### src/design/tlv_pkg.sv
// ----------------------------------------------------------------------------
// tlv_pkg
// Types and constants shared by the TLV stream parser modules.
// ----------------------------------------------------------------------------
package tlv_pkg;

    typedef enum logic [1:0] {
        PH_TAG,
        PH_LEN,
        PH_VAL
    } tlv_phase_t;

    localparam logic [1:0] KIND_INT   = 2'd0;
    localparam logic [1:0] KIND_RAW   = 2'd1;
    localparam logic [1:0] KIND_EMPTY = 2'd2;
    localparam logic [1:0] KIND_TRUNC = 2'd3;

    localparam logic [0:0] REG_BUF_LEN = 1'b0;

    localparam int HDR_LEN_BYTES = 4;

    typedef struct packed {
        logic [1:0]  kind;
        logic [7:0]  tag;
        logic [31:0] length;
        logic [31:0] int_value;
        logic [7:0]  value_byte;
        logic        last_of_record;
    } tlv_result_t;

endpackage

### src/design/tlv_apb.sv
// ----------------------------------------------------------------------------
// tlv_apb
// Configuration register port holding the buffer length.
// ----------------------------------------------------------------------------
module tlv_apb (
    input  logic        clk,
    input  logic        rst_n,
    input  logic        psel,
    input  logic        penable,
    input  logic        pwrite,
    input  logic [2:0]  paddr,
    input  logic [31:0] pwdata,
    output logic [31:0] prdata,
    output logic        pready,
    output logic [31:0] buffer_length
);

    logic [31:0] blen_reg;
    logic [31:0] blen_next;
    logic        wr_en;

    assign pready = 1'b1;
    assign wr_en  = psel && penable && pwrite && pready;

    always_comb
    begin
        blen_next = blen_reg;
        if (wr_en && (paddr[2] == tlv_pkg::REG_BUF_LEN))
        begin
            blen_next = pwdata;
        end
    end

    always_ff @(posedge clk or negedge rst_n)
    begin
        if (!rst_n)
        begin
            blen_reg <= 32'd0;
        end
        else
        begin
            blen_reg <= blen_next;
        end
    end

    assign prdata        = (paddr[2] == tlv_pkg::REG_BUF_LEN) ? blen_reg : 32'd0;
    assign buffer_length = blen_reg;

endmodule

### src/design/tlv_core.sv
// ----------------------------------------------------------------------------
// tlv_core
// Per-byte parse state machine. Each accepted byte updates the record state
// and may produce one result.
// ----------------------------------------------------------------------------
module tlv_core (
    input  logic                clk,
    input  logic                rst_n,
    input  logic                accept,
    input  logic [7:0]          data_byte,
    input  logic                first_of_buffer,
    input  logic [31:0]         buffer_length,
    output logic                res_valid,
    output tlv_pkg::tlv_result_t res
);

    tlv_pkg::tlv_phase_t ph_reg, ph_next, ph_eff;
    logic [32:0] off_reg, off_next, off_eff, off_inc;
    logic [7:0]  tag_reg, tag_next;
    logic [31:0] len_reg, len_next;
    logic [31:0] cnt_reg, cnt_next, cnt_inc;
    logic [31:0] acc_reg, acc_next;
    logic        stp_reg, stp_next, stp_eff;

    logic [31:0] byte_shift;
    logic [31:0] len_shift;
    logic [31:0] acc_shift;
    logic        tag_end;
    logic        hdr_trunc;
    logic        val_trunc;
    logic        is_short;
    logic        val_done;
    logic        len_done;

    assign ph_eff  = first_of_buffer ? tlv_pkg::PH_TAG : ph_reg;
    assign off_eff = first_of_buffer ? 33'd0 : off_reg;
    assign stp_eff = first_of_buffer ? 1'b0 : stp_reg;
    assign off_inc = off_eff + 33'd1;
    assign cnt_inc = cnt_reg + 32'd1;

    assign byte_shift = {24'd0, data_byte} << {cnt_reg[1:0], 3'b000};
    assign len_shift  = len_reg | byte_shift;
    assign acc_shift  = acc_reg | byte_shift;

    assign tag_end   = off_eff >= {1'b0, buffer_length};
    assign hdr_trunc = ({1'b0, off_inc} + 34'(tlv_pkg::HDR_LEN_BYTES))
                       > {2'b00, buffer_length};
    assign val_trunc = ({1'b0, off_inc} + {2'b00, len_shift}) > {2'b00, buffer_length};
    assign is_short  = (len_reg == 32'd1) || (len_reg == 32'd2) || (len_reg == 32'd4);
    assign val_done  = cnt_inc >= len_reg;
    assign len_done  = cnt_inc >= 32'(tlv_pkg::HDR_LEN_BYTES);

    always_comb
    begin
        ph_next  = ph_reg;
        off_next = off_reg;
        tag_next = tag_reg;
        len_next = len_reg;
        cnt_next = cnt_reg;
        acc_next = acc_reg;
        stp_next = stp_reg;
        if (accept)
        begin
            ph_next  = ph_eff;
            off_next = off_eff;
            stp_next = stp_eff;
            if (!stp_eff)
            begin
                case (ph_eff)
                    tlv_pkg::PH_TAG:
                    begin
                        if (tag_end)
                        begin
                            stp_next = 1'b1;
                        end
                        else
                        begin
                            tag_next = data_byte;
                            len_next = 32'd0;
                            cnt_next = 32'd0;
                            acc_next = 32'd0;
                            off_next = off_inc;
                            if (hdr_trunc)
                            begin
                                stp_next = 1'b1;
                            end
                            else
                            begin
                                ph_next = tlv_pkg::PH_LEN;
                            end
                        end
                    end
                    tlv_pkg::PH_LEN:
                    begin
                        len_next = len_shift;
                        off_next = off_inc;
                        cnt_next = cnt_inc;
                        if (len_done)
                        begin
                            cnt_next = 32'd0;
                            acc_next = 32'd0;
                            if (val_trunc)
                            begin
                                stp_next = 1'b1;
                            end
                            else if (len_shift == 32'd0)
                            begin
                                ph_next = tlv_pkg::PH_TAG;
                            end
                            else
                            begin
                                ph_next = tlv_pkg::PH_VAL;
                            end
                        end
                    end
                    tlv_pkg::PH_VAL:
                    begin
                        off_next = off_inc;
                        cnt_next = cnt_inc;
                        if (is_short)
                        begin
                            acc_next = acc_shift;
                        end
                        if (val_done)
                        begin
                            ph_next = tlv_pkg::PH_TAG;
                        end
                    end
                    default:
                    begin
                        ph_next = tlv_pkg::PH_TAG;
                    end
                endcase
            end
        end
    end

    always_comb
    begin
        res_valid          = 1'b0;
        res.kind           = tlv_pkg::KIND_TRUNC;
        res.tag            = tag_reg;
        res.length         = 32'd0;
        res.int_value      = 32'd0;
        res.value_byte     = 8'd0;
        res.last_of_record = 1'b1;
        if (accept && !stp_eff)
        begin
            case (ph_eff)
                tlv_pkg::PH_TAG:
                begin
                    res.tag = data_byte;
                    if (!tag_end && hdr_trunc)
                    begin
                        res_valid = 1'b1;
                    end
                end
                tlv_pkg::PH_LEN:
                begin
                    if (len_done)
                    begin
                        if (val_trunc)
                        begin
                            res_valid  = 1'b1;
                            res.length = len_shift;
                        end
                        else if (len_shift == 32'd0)
                        begin
                            res_valid = 1'b1;
                            res.kind  = tlv_pkg::KIND_EMPTY;
                        end
                    end
                end
                tlv_pkg::PH_VAL:
                begin
                    res.length = len_reg;
                    if (is_short)
                    begin
                        res.kind      = tlv_pkg::KIND_INT;
                        res.int_value = acc_shift;
                        res_valid     = val_done;
                    end
                    else
                    begin
                        res_valid          = 1'b1;
                        res.kind           = tlv_pkg::KIND_RAW;
                        res.value_byte     = data_byte;
                        res.last_of_record = val_done;
                    end
                end
                default:
                begin
                    res_valid = 1'b0;
                end
            endcase
        end
    end

    always_ff @(posedge clk or negedge rst_n)
    begin
        if (!rst_n)
        begin
            ph_reg  <= tlv_pkg::PH_TAG;
            off_reg <= 33'd0;
            tag_reg <= 8'd0;
            len_reg <= 32'd0;
            cnt_reg <= 32'd0;
            acc_reg <= 32'd0;
            stp_reg <= 1'b0;
        end
        else
        begin
            ph_reg  <= ph_next;
            off_reg <= off_next;
            tag_reg <= tag_next;
            len_reg <= len_next;
            cnt_reg <= cnt_next;
            acc_reg <= acc_next;
            stp_reg <= stp_next;
        end
    end

    // A stopped parse leaves the offset alone until the next buffer start.
    a_stopped_hold: assert property (@(posedge clk) disable iff (!rst_n)
        (accept && stp_reg && !first_of_buffer) |=> $stable(off_reg))
        else $error("offset moved while the parse was stopped");

    // A truncated result always stops the parse.
    a_trunc_stops: assert property (@(posedge clk) disable iff (!rst_n)
        (res_valid && (res.kind == tlv_pkg::KIND_TRUNC)) |=> stp_reg)
        else $error("truncated result without stop");

    // The length field has four bytes.
    a_len_count: assert property (@(posedge clk) disable iff (!rst_n)
        (ph_reg == tlv_pkg::PH_LEN) |-> (cnt_reg < 32'(tlv_pkg::HDR_LEN_BYTES)))
        else $error("length byte count out of range");

endmodule

### src/design/tlv_obuf.sv
// ----------------------------------------------------------------------------
// tlv_obuf
// Two-entry result buffer that decouples the parser from the output stream.
// ----------------------------------------------------------------------------
module tlv_obuf (
    input  logic                 clk,
    input  logic                 rst_n,
    input  logic                 push,
    input  tlv_pkg::tlv_result_t push_data,
    output logic                 not_full,
    output logic                 out_valid,
    input  logic                 out_ready,
    output tlv_pkg::tlv_result_t out_data
);

    tlv_pkg::tlv_result_t slot0_reg, slot0_next;
    tlv_pkg::tlv_result_t slot1_reg, slot1_next;
    logic [1:0]           count_reg, count_next;
    logic                 pop;

    assign out_valid = count_reg != 2'd0;
    assign not_full  = count_reg != 2'd2;
    assign out_data  = slot0_reg;
    assign pop       = out_valid && out_ready;

    always_comb
    begin
        slot0_next = slot0_reg;
        slot1_next = slot1_reg;
        count_next = count_reg;
        if (push && !pop)
        begin
            if (count_reg == 2'd0)
            begin
                slot0_next = push_data;
            end
            else
            begin
                slot1_next = push_data;
            end
            count_next = count_reg + 2'd1;
        end
        else if (pop && !push)
        begin
            slot0_next = slot1_reg;
            count_next = count_reg - 2'd1;
        end
        else if (pop && push)
        begin
            if (count_reg == 2'd1)
            begin
                slot0_next = push_data;
            end
            else
            begin
                slot0_next = slot1_reg;
                slot1_next = push_data;
            end
        end
    end

    always_ff @(posedge clk or negedge rst_n)
    begin
        if (!rst_n)
        begin
            count_reg <= 2'd0;
        end
        else
        begin
            count_reg <= count_next;
        end
    end

    always_ff @(posedge clk)
    begin
        slot0_reg <= slot0_next;
        slot1_reg <= slot1_next;
    end

endmodule

### src/design/tlv_stream_parser_unit.sv
// ----------------------------------------------------------------------------
// tlv_stream_parser_unit
// TLV record parser: one buffer byte per input word, records with a one-byte
// tag and a four-byte little-endian length, decoded into result words.
//
// Channel  Dir  Handshake          Payload
// s_*      in   s_tvalid/s_tready  tdata: data_byte; tuser: first_of_buffer
// m_*      out  m_tvalid/m_tready  tdata: tag, length, int_value, value_byte;
//                                  tuser: kind; tlast: last_of_record
// apb      in   psel/penable       buffer_length at byte address 0
//
// One input word is accepted every cycle while the result buffer has room. The
// parse state updates on acceptance; results reach the master side through the
// registered two-word buffer, letting input go on while a result waits; input
// stalls only when both entries are full. Reset clears the parse state, the
// buffer length and the result buffer at once; no clearing pass is needed.
// ----------------------------------------------------------------------------
module tlv_stream_parser_unit (
    input  logic        clk,
    input  logic        rst_n,
    input  logic        s_tvalid,
    output logic        s_tready,
    input  logic [7:0]  s_tdata,   // [7:0] data_byte
    input  logic [0:0]  s_tuser,   // [0] first_of_buffer
    output logic        m_tvalid,
    input  logic        m_tready,
    output logic [79:0] m_tdata,   // [7:0] tag, [39:8] length, [71:40] int_value,
                                   // [79:72] value_byte
    output logic [1:0]  m_tuser,   // [1:0] kind
    output logic        m_tlast,
    input  logic        psel,
    input  logic        penable,
    input  logic        pwrite,
    input  logic [2:0]  paddr,
    input  logic [31:0] pwdata,
    output logic [31:0] prdata,
    output logic        pready
);

    logic                 accept;
    logic                 buf_not_full;
    logic                 res_valid;
    logic [31:0]          buffer_length;
    tlv_pkg::tlv_result_t res;
    tlv_pkg::tlv_result_t head;

    assign s_tready = buf_not_full;
    assign accept   = s_tvalid && s_tready;

    tlv_apb u_apb (
        .clk           (clk),
        .rst_n         (rst_n),
        .psel          (psel),
        .penable       (penable),
        .pwrite        (pwrite),
        .paddr         (paddr),
        .pwdata        (pwdata),
        .prdata        (prdata),
        .pready        (pready),
        .buffer_length (buffer_length)
    );

    tlv_core u_core (
        .clk             (clk),
        .rst_n           (rst_n),
        .accept          (accept),
        .data_byte       (s_tdata),
        .first_of_buffer (s_tuser[0]),
        .buffer_length   (buffer_length),
        .res_valid       (res_valid),
        .res             (res)
    );

    tlv_obuf u_obuf (
        .clk       (clk),
        .rst_n     (rst_n),
        .push      (res_valid),
        .push_data (res),
        .not_full  (buf_not_full),
        .out_valid (m_tvalid),
        .out_ready (m_tready),
        .out_data  (head)
    );

    assign m_tdata = {head.value_byte, head.int_value, head.length, head.tag};
    assign m_tuser = head.kind;
    assign m_tlast = head.last_of_record;

endmodule
### config.mk
export PLATFORM = sky130hd
export DESIGN_NAME = tlv_stream_parser_unit
export DESIGN_NICKNAME = d
export VERILOG_FILES = /design/src/design/tlv_pkg.sv /design/src/design/tlv_apb.sv /design/src/design/tlv_core.sv /design/src/design/tlv_obuf.sv /design/src/design/tlv_stream_parser_unit.sv
export SDC_FILE = /design/constraint.sdc
export NUM_CORES = 1
export LEC_CHECK = 0
export BUFFER_PORTS_ARGS = -buffer_cell sky130_fd_sc_hd__buf_2
export CORE_AREA = 2 2 275 277
export CTS_BUF_LIST = sky130_fd_sc_hd__clkbuf_8
export CTS_CLUSTER_DIAMETER = 120
export DETAILED_ROUTE_END_ITERATION = 8
export DIE_AREA = 0 0 277 279
export SYNTH_ARGS = -nofsm -noshare
export SYNTH_HDL_FRONTEND = slang
export SYNTH_SLANG_ARGS = --single-unit
### constraint.sdc
create_clock -name clk -period 13.9 [get_ports clk]
set_input_delay 2.78 -clock clk [delete_from_list [all_inputs] [get_ports clk]]
set_output_delay 2.78 -clock clk [all_outputs]
set_load 0.01 [all_outputs]
## Word level (Yosys, flattened, before mapping)

Cells that the tools add are included.

| word-level totals | value |
|---|---|
| output and inout bits | 118 |
| word-level logic and storage cells | 144 |
| bits of input ports | 51 |
| register bits after elaboration | 340 |

| operators by class | value |
|---|---|
| bitwise operators | 5 |
| reductions and logical operators | 32 |
| equal/unequal tests | 14 |
| shift operators | 1 |
| add/subtract/negate cells | 6 |
| $lt $le $gt $ge | 5 |
| multiplexer cells | 60 |

Operator list:

| kind | count |
|---|---|
| $mux 83 | 11 |
| $mux 32 | 8 |
| $pmux 32 s3 | 2 |
| $pmux 32 s2 | 2 |
| $mux 33 | 3 |
| $gt 34x32->1 | 2 |
| $pmux 33 s2 | 1 |
| $or 32x32->32 | 2 |
| $mux 41 | 1 |
| $add 33x3->34 const B | 1 |
| $add 33x32->34 | 1 |
| $add 33x1->33 const B | 1 |
| $ge 33x32->1 | 1 |
| $add 32x1->32 const B | 1 |
| $eq 32x1->1 const B | 1 |
| $eq 32x2->1 const B | 1 |
| $eq 32x3->1 const B | 1 |
| $ge 32x3->1 const B | 1 |
| $ge 32x32->1 | 1 |
| $logic_not 32->1 | 1 |
| $shl 8x5->32 | 1 |
| $mux 2 | 11 |
| $reduce_and 4->1 | 4 |
| $mux 1 | 15 |
| other kinds (22) | 49 |

## Longest topological paths before layout

Gate-level depths: netlist (run 1).

| depth | value |
|---|---|
| depth after elaboration | 12 |
| mapped depth | 41 |
| depth with buffers taken out | 35 |

## Hierarchy

Synthesis (run 1) repeated with hierarchy kept, for this count alone.

| second synthesis, totals | value |
|---|---|
| cells, all modules | 2647 |
| area, all modules | 23656.4 sq um |

Modules (own cells, without submodules):

| module | instances | cells an instance | area an instance (sq um) |
|---|---|---|---|
| tlv_core | 1 | 1878 | 14461.4 |
| tlv_obuf | 1 | 663 | 7634.8 |
| tlv_apb | 1 | 105 | 1554.0 |
| tlv_stream_parser_unit | 1 | 1 | 6.3 |

## Worst setup path after synthesis (run 1)

No wires, ideal clock.

| path | value |
|---|---|
| path type | in2reg |
| from | input s_tuser |
| to | register u_obuf.slot1_reg[0] (netlist name) (enable) |
| slack | -1.478 ns |
| arrival time | 14.752 ns |
| data required time | 13.274 ns |
| library setup time | 0.626 ns |
| path buffers | 5 |
| cell stages on the path | 35 |
| cell sequence | clkbuf_1 -> clkbuf_1 -> clkbuf_1 -> nor2b_1 -> ha_1 -> buf_4 -> nand3_4 -> nor4_1 -> xnor2_1 -> inv_1 -> ha_1 -> a211o_1 -> o311ai_0 -> o21ai_0 -> and3_1 -> o21ai_0 -> nand2_1 -> a21oi_1 -> o31ai_1 -> xor2_1 -> ha_1 -> and4_1 -> a221oi_1 -> nand4_1 -> a21oi_1 -> a221oi_1 -> a21oi_2 -> buf_2 -> a21oi_1 -> a311oi_2 -> nor2_1 -> ha_1 -> nor3_1 -> a21oi_1 -> nor3_1 |

| on the way | value |
|---|---|
| word-level cells in the longest chain between the ends | 12 |
| elaborated cells between the ends (all ways) | 30 |

RTL lines:

| what | RTL line | text |
|---|---|---|
| start, declared | tlv_stream_parser_unit.sv:24 | `input logic [0:0] s_tuser,` |
| $mux 33 | tlv_core.sv:36 | `assign off_eff = first_of_buffer ? 33'd0 : off_reg;` |
| $add 33x1->33 | tlv_core.sv:38 | `assign off_inc = off_eff + 33'd1;` |
| $add 33x32->34 or $add 33x3->34 (tied branches) | tlv_core.sv:48, tlv_core.sv:46 |  |
| $gt 34x32->1, on equally long branches | tlv_core.sv:48, tlv_core.sv:47 |  |
| $mux 1 or $logic_and 1x1->1 (tied branches) | tlv_core.sv:162, tlv_core.sv:153 |  |
| $mux 1, on equally long branches | tlv_core.sv:160, tlv_core.sv:153 |  |
| $pmux 1 s3 | tlv_core.sv:149 | `case (ph_eff)` |
| $mux 1 (*) | tlv_core.sv:147 | `if (accept && !stp_eff)` |
| $logic_not 1->1 | tlv_obuf.sv:43 | `else if (pop && !push)` |
| $logic_and 1x1->1 | tlv_obuf.sv:43 |  |
| $ne 2x1->1 (no line) | n/a |  |
| $reduce_and 4->1 (no line) (*) | n/a |  |
| end signal, assigned | tlv_obuf.sv:77 | `slot1_reg <= slot1_next;` |
| end, declared | tlv_obuf.sv:17 | `tlv_pkg::tlv_result_t slot1_reg, slot1_next;` |

Every way passes the cells marked *; elsewhere a longest branch is shown, timed or not.
A chain may end at the register's enable or synchronous reset.

==> impl_results.md, run 1 <==
* Result of the run: finished clean
* First-pass detailed-route iteration total at 5
* Power density over the cells at 130.4 nW/um2
* CP most frequent cell: sky130_fd_sc_hd__ha_1
* Share of the yosys chip area belonging to registers at 0.4239
* Clk buf depth at 3
* Horiz. Die Dim at 277 um
* Input/output buffers at 165
* Count of flip-flops with a built-in enable after synthesis at 166
* Htree depth at 2
* Flip-flop cell with the highest count after synthesis: sky130_fd_sc_hd__dfrtp_1
* Signed area change from the synthesized netlist to the final layout at 13.65%
* Initial cell density of the core at 0.2975
* Number of DRC violations after detailed routing at 0
* Actual transition at the worst max-transition pin at 1197 ps
* Peak supply drop at 71.89 uV
* Crit Path Category: input pin to flip-flop
* Maximum single-stage delay on the critical path at 550 ps
* Weighted congestion reported at the end of routability-driven placement at 0.9174
* Remaining max-slew budget at the tightest pin at 0.2007
* Path type of the worst min-delay path: flip-flop to flip-flop
* Distinct cells, synth at 79
* Period utilisation layout at 0.8200
* Share of layout cells above drive strength 1 at 0.1600
* Post-synthesis register bit count at 340
* Antenna Nets Post-Route at 0
* Total of cells resized after clock tree synthesis at 0
* Top achievable clock speed at 87.74 MHz
* Number of pins with negative max-slew slack in the final report at 0
* Avg Cell Area, Syn at 9.360 um2
* Clock insertion delay at the later pin of the skew report at 700 ps
* Combined global-route utilization of all metal layers at 0.1686
* Detail Placement HPWL at 48,180 um
* Yosys synthesis warning count at 0
* Count of hold-fix buffers inserted at cts at 0
* Detailed-route wire length per cell at 19.05 um
* Die span in y at 279 um
* Final setup vio count at 0
* Number of nets in the final layout at 2,712
* Worst-path maximum fanout at 17
* WP data arrival at 11,790 ps
* Static leakage at 11.03 nW
* Synth Net Count at 2,579
* Proportion of register bits with asynchronous set or reset after synthesis at 0.5118
* Leading cell type in the layout, fill and taps excluded: sky130_fd_sc_hd__nor2_1
* Via count of the first global-routing pass at 16.89k
* Startpoint type of the worst setup path: input pin
* RSZ-0062 raised after global routing: false
* Cell count after synthesis at 2,354
* Hold WS at 485.3 ps
* Number of CTS-inserted buffers at 60
* Vias after detailed routing at 18.15k
* Global-route wire length before repair at 101,700 um
* Largest net degree at the start of global routing at 78
* Grt ovf at 0
* Endpoint required time on the critical path at 14,290 ps
* Fin. Hold Viols at 0
* DIE AREA at 77,280 um2
* Clock Root Buffer: sky130_fd_sc_hd__clkbuf_8
* Drt via density at 5.174
* Number of maximum-capacitance violations at 0
* Nature of the critical path endpoint: flip-flop
* Number of primary I/O pins at 169
* Core Footprint at 74,070 um2
* WL final at 66,820 um
* Clk sinks at 340
* Setup tns final at 0 ps
* Clock-pin transition on the worst setup and hold timing paths at 70 ps
* Final worst path period need at 11,400 ps
* Cell row count at 100
* Synthesized cell area at 22,030 um2
* Setup skew after layout at 25.15 ps
* TritonCTS clock tree: built
* Leading cell types in the layout, fill and taps excluded: sky130_fd_sc_hd__nor2_1 (257), sky130_fd_sc_hd__nand2_1 (211), sky130_fd_sc_hd__dfrtp_1 (174), sky130_fd_sc_hd__ha_1 (173), sky130_fd_sc_hd__a21oi_1 (167)
* Library cell contributing the largest single delay on the critical path: sky130_fd_sc_hd__o311ai_0
* Antenna violations before repair at 4
* Violation count after the first detailed-routing iteration at 1,549
* Number of setup buffers added after CTS at 0
-- logic make-up (layout without fill, tap and decap cells) --
kind of cell,count (synthesis),count (layout),share of synthesized area
multiplexers,73,73,0.03731
flip-flops,340,340,0.4239
XOR/XNOR,115,115,0.04571
adder cells (fa/ha/maj),174,174,0.09915
AND/OR/NAND/NOR,874,874,0.1964
buffers and inverters,239,423,0.04282
AO/OA/AOI/OAI,538,538,0.1546
other,1,2,0.0001702
-- per-stage QoR --
stage / area (um2) / total power, W / setup WS (ps) / util / cells
finish: 25040 / 0.003265 / 2503 / 0.3381 / 3508
global route: 25040 / 0.003451 / 1728 / 0.3381 / 3508
CTS: 25040 / 0.003297 / 2625 / 0.3380 / 3507
detailed placement: 23860 / 0.002353 / 1892 / 0.3221 / 3394
global placement: 23860 / 0.002342 / 1924 / 0.3221 / 3394
floorplan: 22040 / 0.001970 / 1017 / - / 2354
-- synthesized netlist by cell type (58+ instances only) --
master,count,share of area
sky130_fd_sc_hd__nand2_1,211,0.036
sky130_fd_sc_hd__a21oi_1,168,0.038
sky130_fd_sc_hd__dfrtp_1,174,0.20
sky130_fd_sc_hd__nand4_1,58,0.016
sky130_fd_sc_hd__mux2_2,73,0.037
sky130_fd_sc_hd__xnor2_1,83,0.033
sky130_fd_sc_hd__o21ai_0,127,0.029
sky130_fd_sc_hd__ha_1,173,0.098
sky130_fd_sc_hd__inv_1,123,0.021
sky130_fd_sc_hd__clkbuf_1,89,0.015
sky130_fd_sc_hd__nor2_1,259,0.044
sky130_fd_sc_hd__edfxtp_1,166,0.23
-- critical path, delay by kind of cell --
kind | cells | cell delay (ps)
compound gates | 14 | 4420
xor+xnor | 2 | 410
fa+ha+maj | 4 | 1320
buf+inv | 3 | 460
simple gates | 10 | 2390
-- cell type report --
type	count	area, um2
Fill cell	7685	49030
Multi-Input combinational cell	1775	11820
Sequential cell	340	9339
Tap cell	969	1212
Timing Repair Buffer	187	1025
Clock buffer	66	908.4
Inverter	123	461.7
Clock inverter	47	270.3
Antenna cell	1	2.502
-- power by group --
part	switching (W)	total, W	internal [W]
registers	0.0000904	0.00132	0.00123
logic	0.000661	0.00102	0.000357
clock network	0.000462	0.000925	0.000463
-- path summary, 6_finish.rpt --
path,depth (start not counted),endpoint,start,slack [ps]
max,33,u_obuf.out_data[57],s_tuser,2500
min,2,u_core.off_reg[32],u_core.off_reg[32],490
max reg2reg,32,u_obuf.out_data[57],u_core.off_reg[0],4350
min reg2reg,2,u_core.off_reg[32],u_core.off_reg[32],490
max in group asynchronous,3,u_core.acc_reg[10],rst_n,9860
min in group asynchronous,1,u_core.off_reg[2],rst_n,2080
-- routing by layer --
| layer | part of all wire | global-route usage |
|---|---|---|
| met3 | 0.056 | 0.02761 |
| met1 | 0.45 | 0.2297 |
| met5 | 0.00019 | 0 |
| met4 | 0.035 | 0.06062 |
| met2 | 0.45 | 0.2699 |
(Power assumes the default switching activity.)
==> run 2, diff against run 1 <==
==> constraint.sdc (replaced) <==
create_clock -name clk -period 10.25 [get_ports clk]
set_input_delay 2.05 -clock clk [delete_from_list [all_inputs] [get_ports clk]]
set_output_delay 2.05 -clock clk [all_outputs]
set_load 0.01 [all_outputs]
==> impl_results.md, run 2 (same netlist as run 1, synthesis figures left out) <==
* Detail Placement HPWL at 49,460 um (+2.7%)
* Crit Path Category: input pin to flip-flop
* Violation count after the first detailed-routing iteration at 1,606 (+3.7%)
* Top achievable clock speed at 108.9 MHz
* Combined global-route utilization of all metal layers at 0.1717 (+0.003057)
* Reg2Reg Depth at 30 (-6.3%)
* Antenna violations before repair at 7 (+3)
* Placement Cell Area at 24,260 um2 (+1.7%)
* Global-route wire length before repair at 103,800 um (+2.0%)
* Family of cells with the greatest summed delay on the critical path: compound AO/OA/AOI/OAI gates
* Number of setup buffers added after CTS at 0 (unchanged)
* Weighted congestion reported at the end of routability-driven placement at 0.9005 (-1.8%)
* Endpoint with the worst hold slack: u_core.off_reg[32]
* Hold Path Origin: u_core.off_reg[32]
* Count of hold-fix buffers inserted at cts at 0 (unchanged)
* TritonCTS clock tree: built
* First-pass detailed-route iteration total at 6 (+1)
* Internal power at 0.002962 W (+44%)
* Actual transition at the worst max-transition pin at 1337 ps (+140.7 ps)
* Maximum single-stage delay on the critical path at 480 ps (-70 ps)
* Number of primary I/O pins at 169 (unchanged)
* Number of pins with negative max-slew slack in the final report at 0 (unchanged)
* DIE AREA at 77,280 um2 (unchanged)
* Core Footprint at 74,070 um2 (unchanged)
* Via count of the first global-routing pass at 17.29k (+2.4%)
* Largest net degree at the start of global routing at 90 (+15%)
* Nature of the critical path endpoint: flip-flop
* Clock-pin transition on the worst setup and hold timing paths at 80 ps (about the same)
* Launching point of the worst reg2reg path: u_core.cnt_reg[1]
* Vias after detailed routing at 18.35k (+1.1%)
* Total of cells resized after clock tree synthesis at 0 (unchanged)
* WL final at 67,590 um (+1.1%)
* Part of the total power dissipated in combinational logic at 0.309 (-0.003)
* Number of stages on the worst hold path at 2 (unchanged)
* Clk buf depth at 3 (unchanged)
* Number of CTS-inserted buffers at 60 (unchanged)
* Clock power frac at 0.306 (+0.023)
* Horiz. Die Dim at 277 um (unchanged)
* Final design instance area without fill at 25,600 um2 (+2.2%)
* Antenna Nets Post-Route at 0 (unchanged)
* P_sw at 0.001658 W (+37%)
* Number of nets in the final layout at 2,739 (+1.0%)
* Path type of the worst min-delay path: flip-flop to flip-flop
* WP data arrival at 9600 ps (-2190 ps)
* Worst-path maximum fanout at 22 (+5)
* Number of DRC violations after detailed routing at 0 (unchanged)
* Leading cell type in the layout, fill and taps excluded: sky130_fd_sc_hd__nor2_1
* Detailed-route wire length per cell at 19.12 um (+0.37%)
* RSZ-0062 raised after global routing: false
* Final worst path period need at 9180 ps
* Result of the run: finished clean
* Clk sinks at 340 (unchanged)
* Drt via density at 5.190 (+0.30%)
* Bufs and invs on worst path at 4 (+1)
* Static leakage at 11.29 nW (+2.4%)
* Peak supply drop at 102.8 uV (+43%)
* Htree depth at 2 (unchanged)
* Filler Cell Count at 7,626 (-0.77%)
* Remaining max-slew budget at the tightest pin at 0.1080 (-0.09264)
* Setup tns final at 0 ps (unchanged)
* Number of maximum-capacitance violations at 0 (unchanged)
* Signed area change from the synthesized netlist to the final layout at 16.20%
* Clock insertion delay at the later pin of the skew report at 700 ps (about the same)
* Clock Root Buffer: sky130_fd_sc_hd__clkbuf_8
* Power density over the cells at 180.4 nW/um2 (+38%)
* Switching share of power at 0.3589 (-0.01294)
* Die span in y at 279 um (unchanged)
* Leading cell types in the layout, fill and taps excluded: sky130_fd_sc_hd__nor2_1 (258), sky130_fd_sc_hd__nand2_1 (211), sky130_fd_sc_hd__dfrtp_1 (174), sky130_fd_sc_hd__ha_1 (170), sky130_fd_sc_hd__edfxtp_1 (166)
* Setup skew after layout at 50.37 ps (+25.22 ps)
* Proportion of power drawn by flip-flops and latches at 0.385 (-0.020)
* Final setup vio count at 0 (unchanged)
* Library cell contributing the largest single delay on the critical path: sky130_fd_sc_hd__a311oi_4
* Slack of the worst reg-to-reg path at 2110 ps (-2240 ps)
* Share of layout cells above drive strength 1 at 0.1759 (+0.01593)
* Fin. Hold Viols at 0 (unchanged)
* Cell row count at 100 (unchanged)
* Period utilisation layout at 0.8956
* Grt ovf at 0 (unchanged)
* Endpoint of the worst-slack reg-to-reg timing path: u_obuf.out_data[77]
* Initial cell density of the core at 0.2975 (unchanged)
* Endpoint required time on the critical path at 10,670 ps (-3620 ps)
* Input/output buffers at 165 (unchanged)
* Startpoint type of the worst setup path: input pin
[run 2: cell types whose count changed in the layout (fill, tap and decap cells not counted), sizes merged]
| cell | previous run | this run |
|---|---|---|
| buf | 186 | 214 |
| inv | 150 | 149 |
| clkbuf | 67 | 71 |
| diode | 1 | 2 |
| clkinv | 15 | 4 |
| bufinv | 1 | 6 |
| clkinvlp | 4 | 5 |
[run 2: power by group through the flow]
| stage | clock (W) | combinational, W | sequential (W) |
|---|---|---|---|
| finish | 0.00141 | 0.00143 | 0.00178 |
| global route | 0.00151 | 0.00157 | 0.00180 |
| CTS | 0.00145 | 0.00143 | 0.00178 |
| detailed placement | 0 | 0.00142 | 0.00180 |
| global placement | 0 | 0.00141 | 0.00180 |
| floorplan | 0 | 0.000862 | 0.00182 |
[run 2: stage by stage]
step,power [W],hold WS (ps),setup slack [ps],std cells,utilization
2_1_floorplan,0.002682,442.2,18.17,2354,-
3_3_place_gp,0.003210,461.5,527.3,3421,0.3275
3_5_place_dp,0.003226,467.6,506.3,3421,0.3275
4_1_cts,0.004662,485.0,1226,3533,0.3456
5_1_grt,0.004881,516.5,637.1,3535,0.3457
6_report,0.004619,486.0,1070,3535,0.3457
[run 2: per-layer routing]
layer  up-vias  track usage  routed length [um]
met5         -            0                  47
met4         8      0.06466                2448
met3       138      0.03088                4246
met2       574       0.2732               30490
met1      8798       0.2323               30360
li1       8827            -                   -
[run 2: worst register-to-register path: cells and delay by family (launching register included)]
kind                     cells  cell delay (ps)
flip-flops                   1              610
adder cells (fa/ha/maj)      4             1200
buffers and inverters        2              410
AND/OR/NAND/NOR              7             1610
multiplexers                 1              320
AO/OA/AOI/OAI               16             3740
[run 2: how the worst max path moves through the flow]
stage	startpoint	end	slack, ps	cells after the start
finish	s_tuser	u_obuf.out_data[77]	1070	33
detailed placement	s_tuser	u_obuf.out_data[75]	510	33
global placement	s_tuser	u_obuf.out_data[63]	530	34
global route	s_tuser	u_obuf.out_data[66]	640	33
floorplan	s_tuser	u_obuf.slot1_reg[0]	20	37
CTS	s_tuser	u_obuf.out_data[66]	1230	33
[run 2: final cells by class]
class                   count  area [um2]  area share
diodes                      2       5.005   0.0001955
well taps                 969        1212     0.04735
multi-input cells        1775       11960      0.4670
clock inverters            41       362.8     0.01417
repair buffers            214        1287     0.05029
clock buffers              71       977.2     0.03817
inverters                 123       461.7     0.01803
flip-flops and latches    340        9339      0.3648
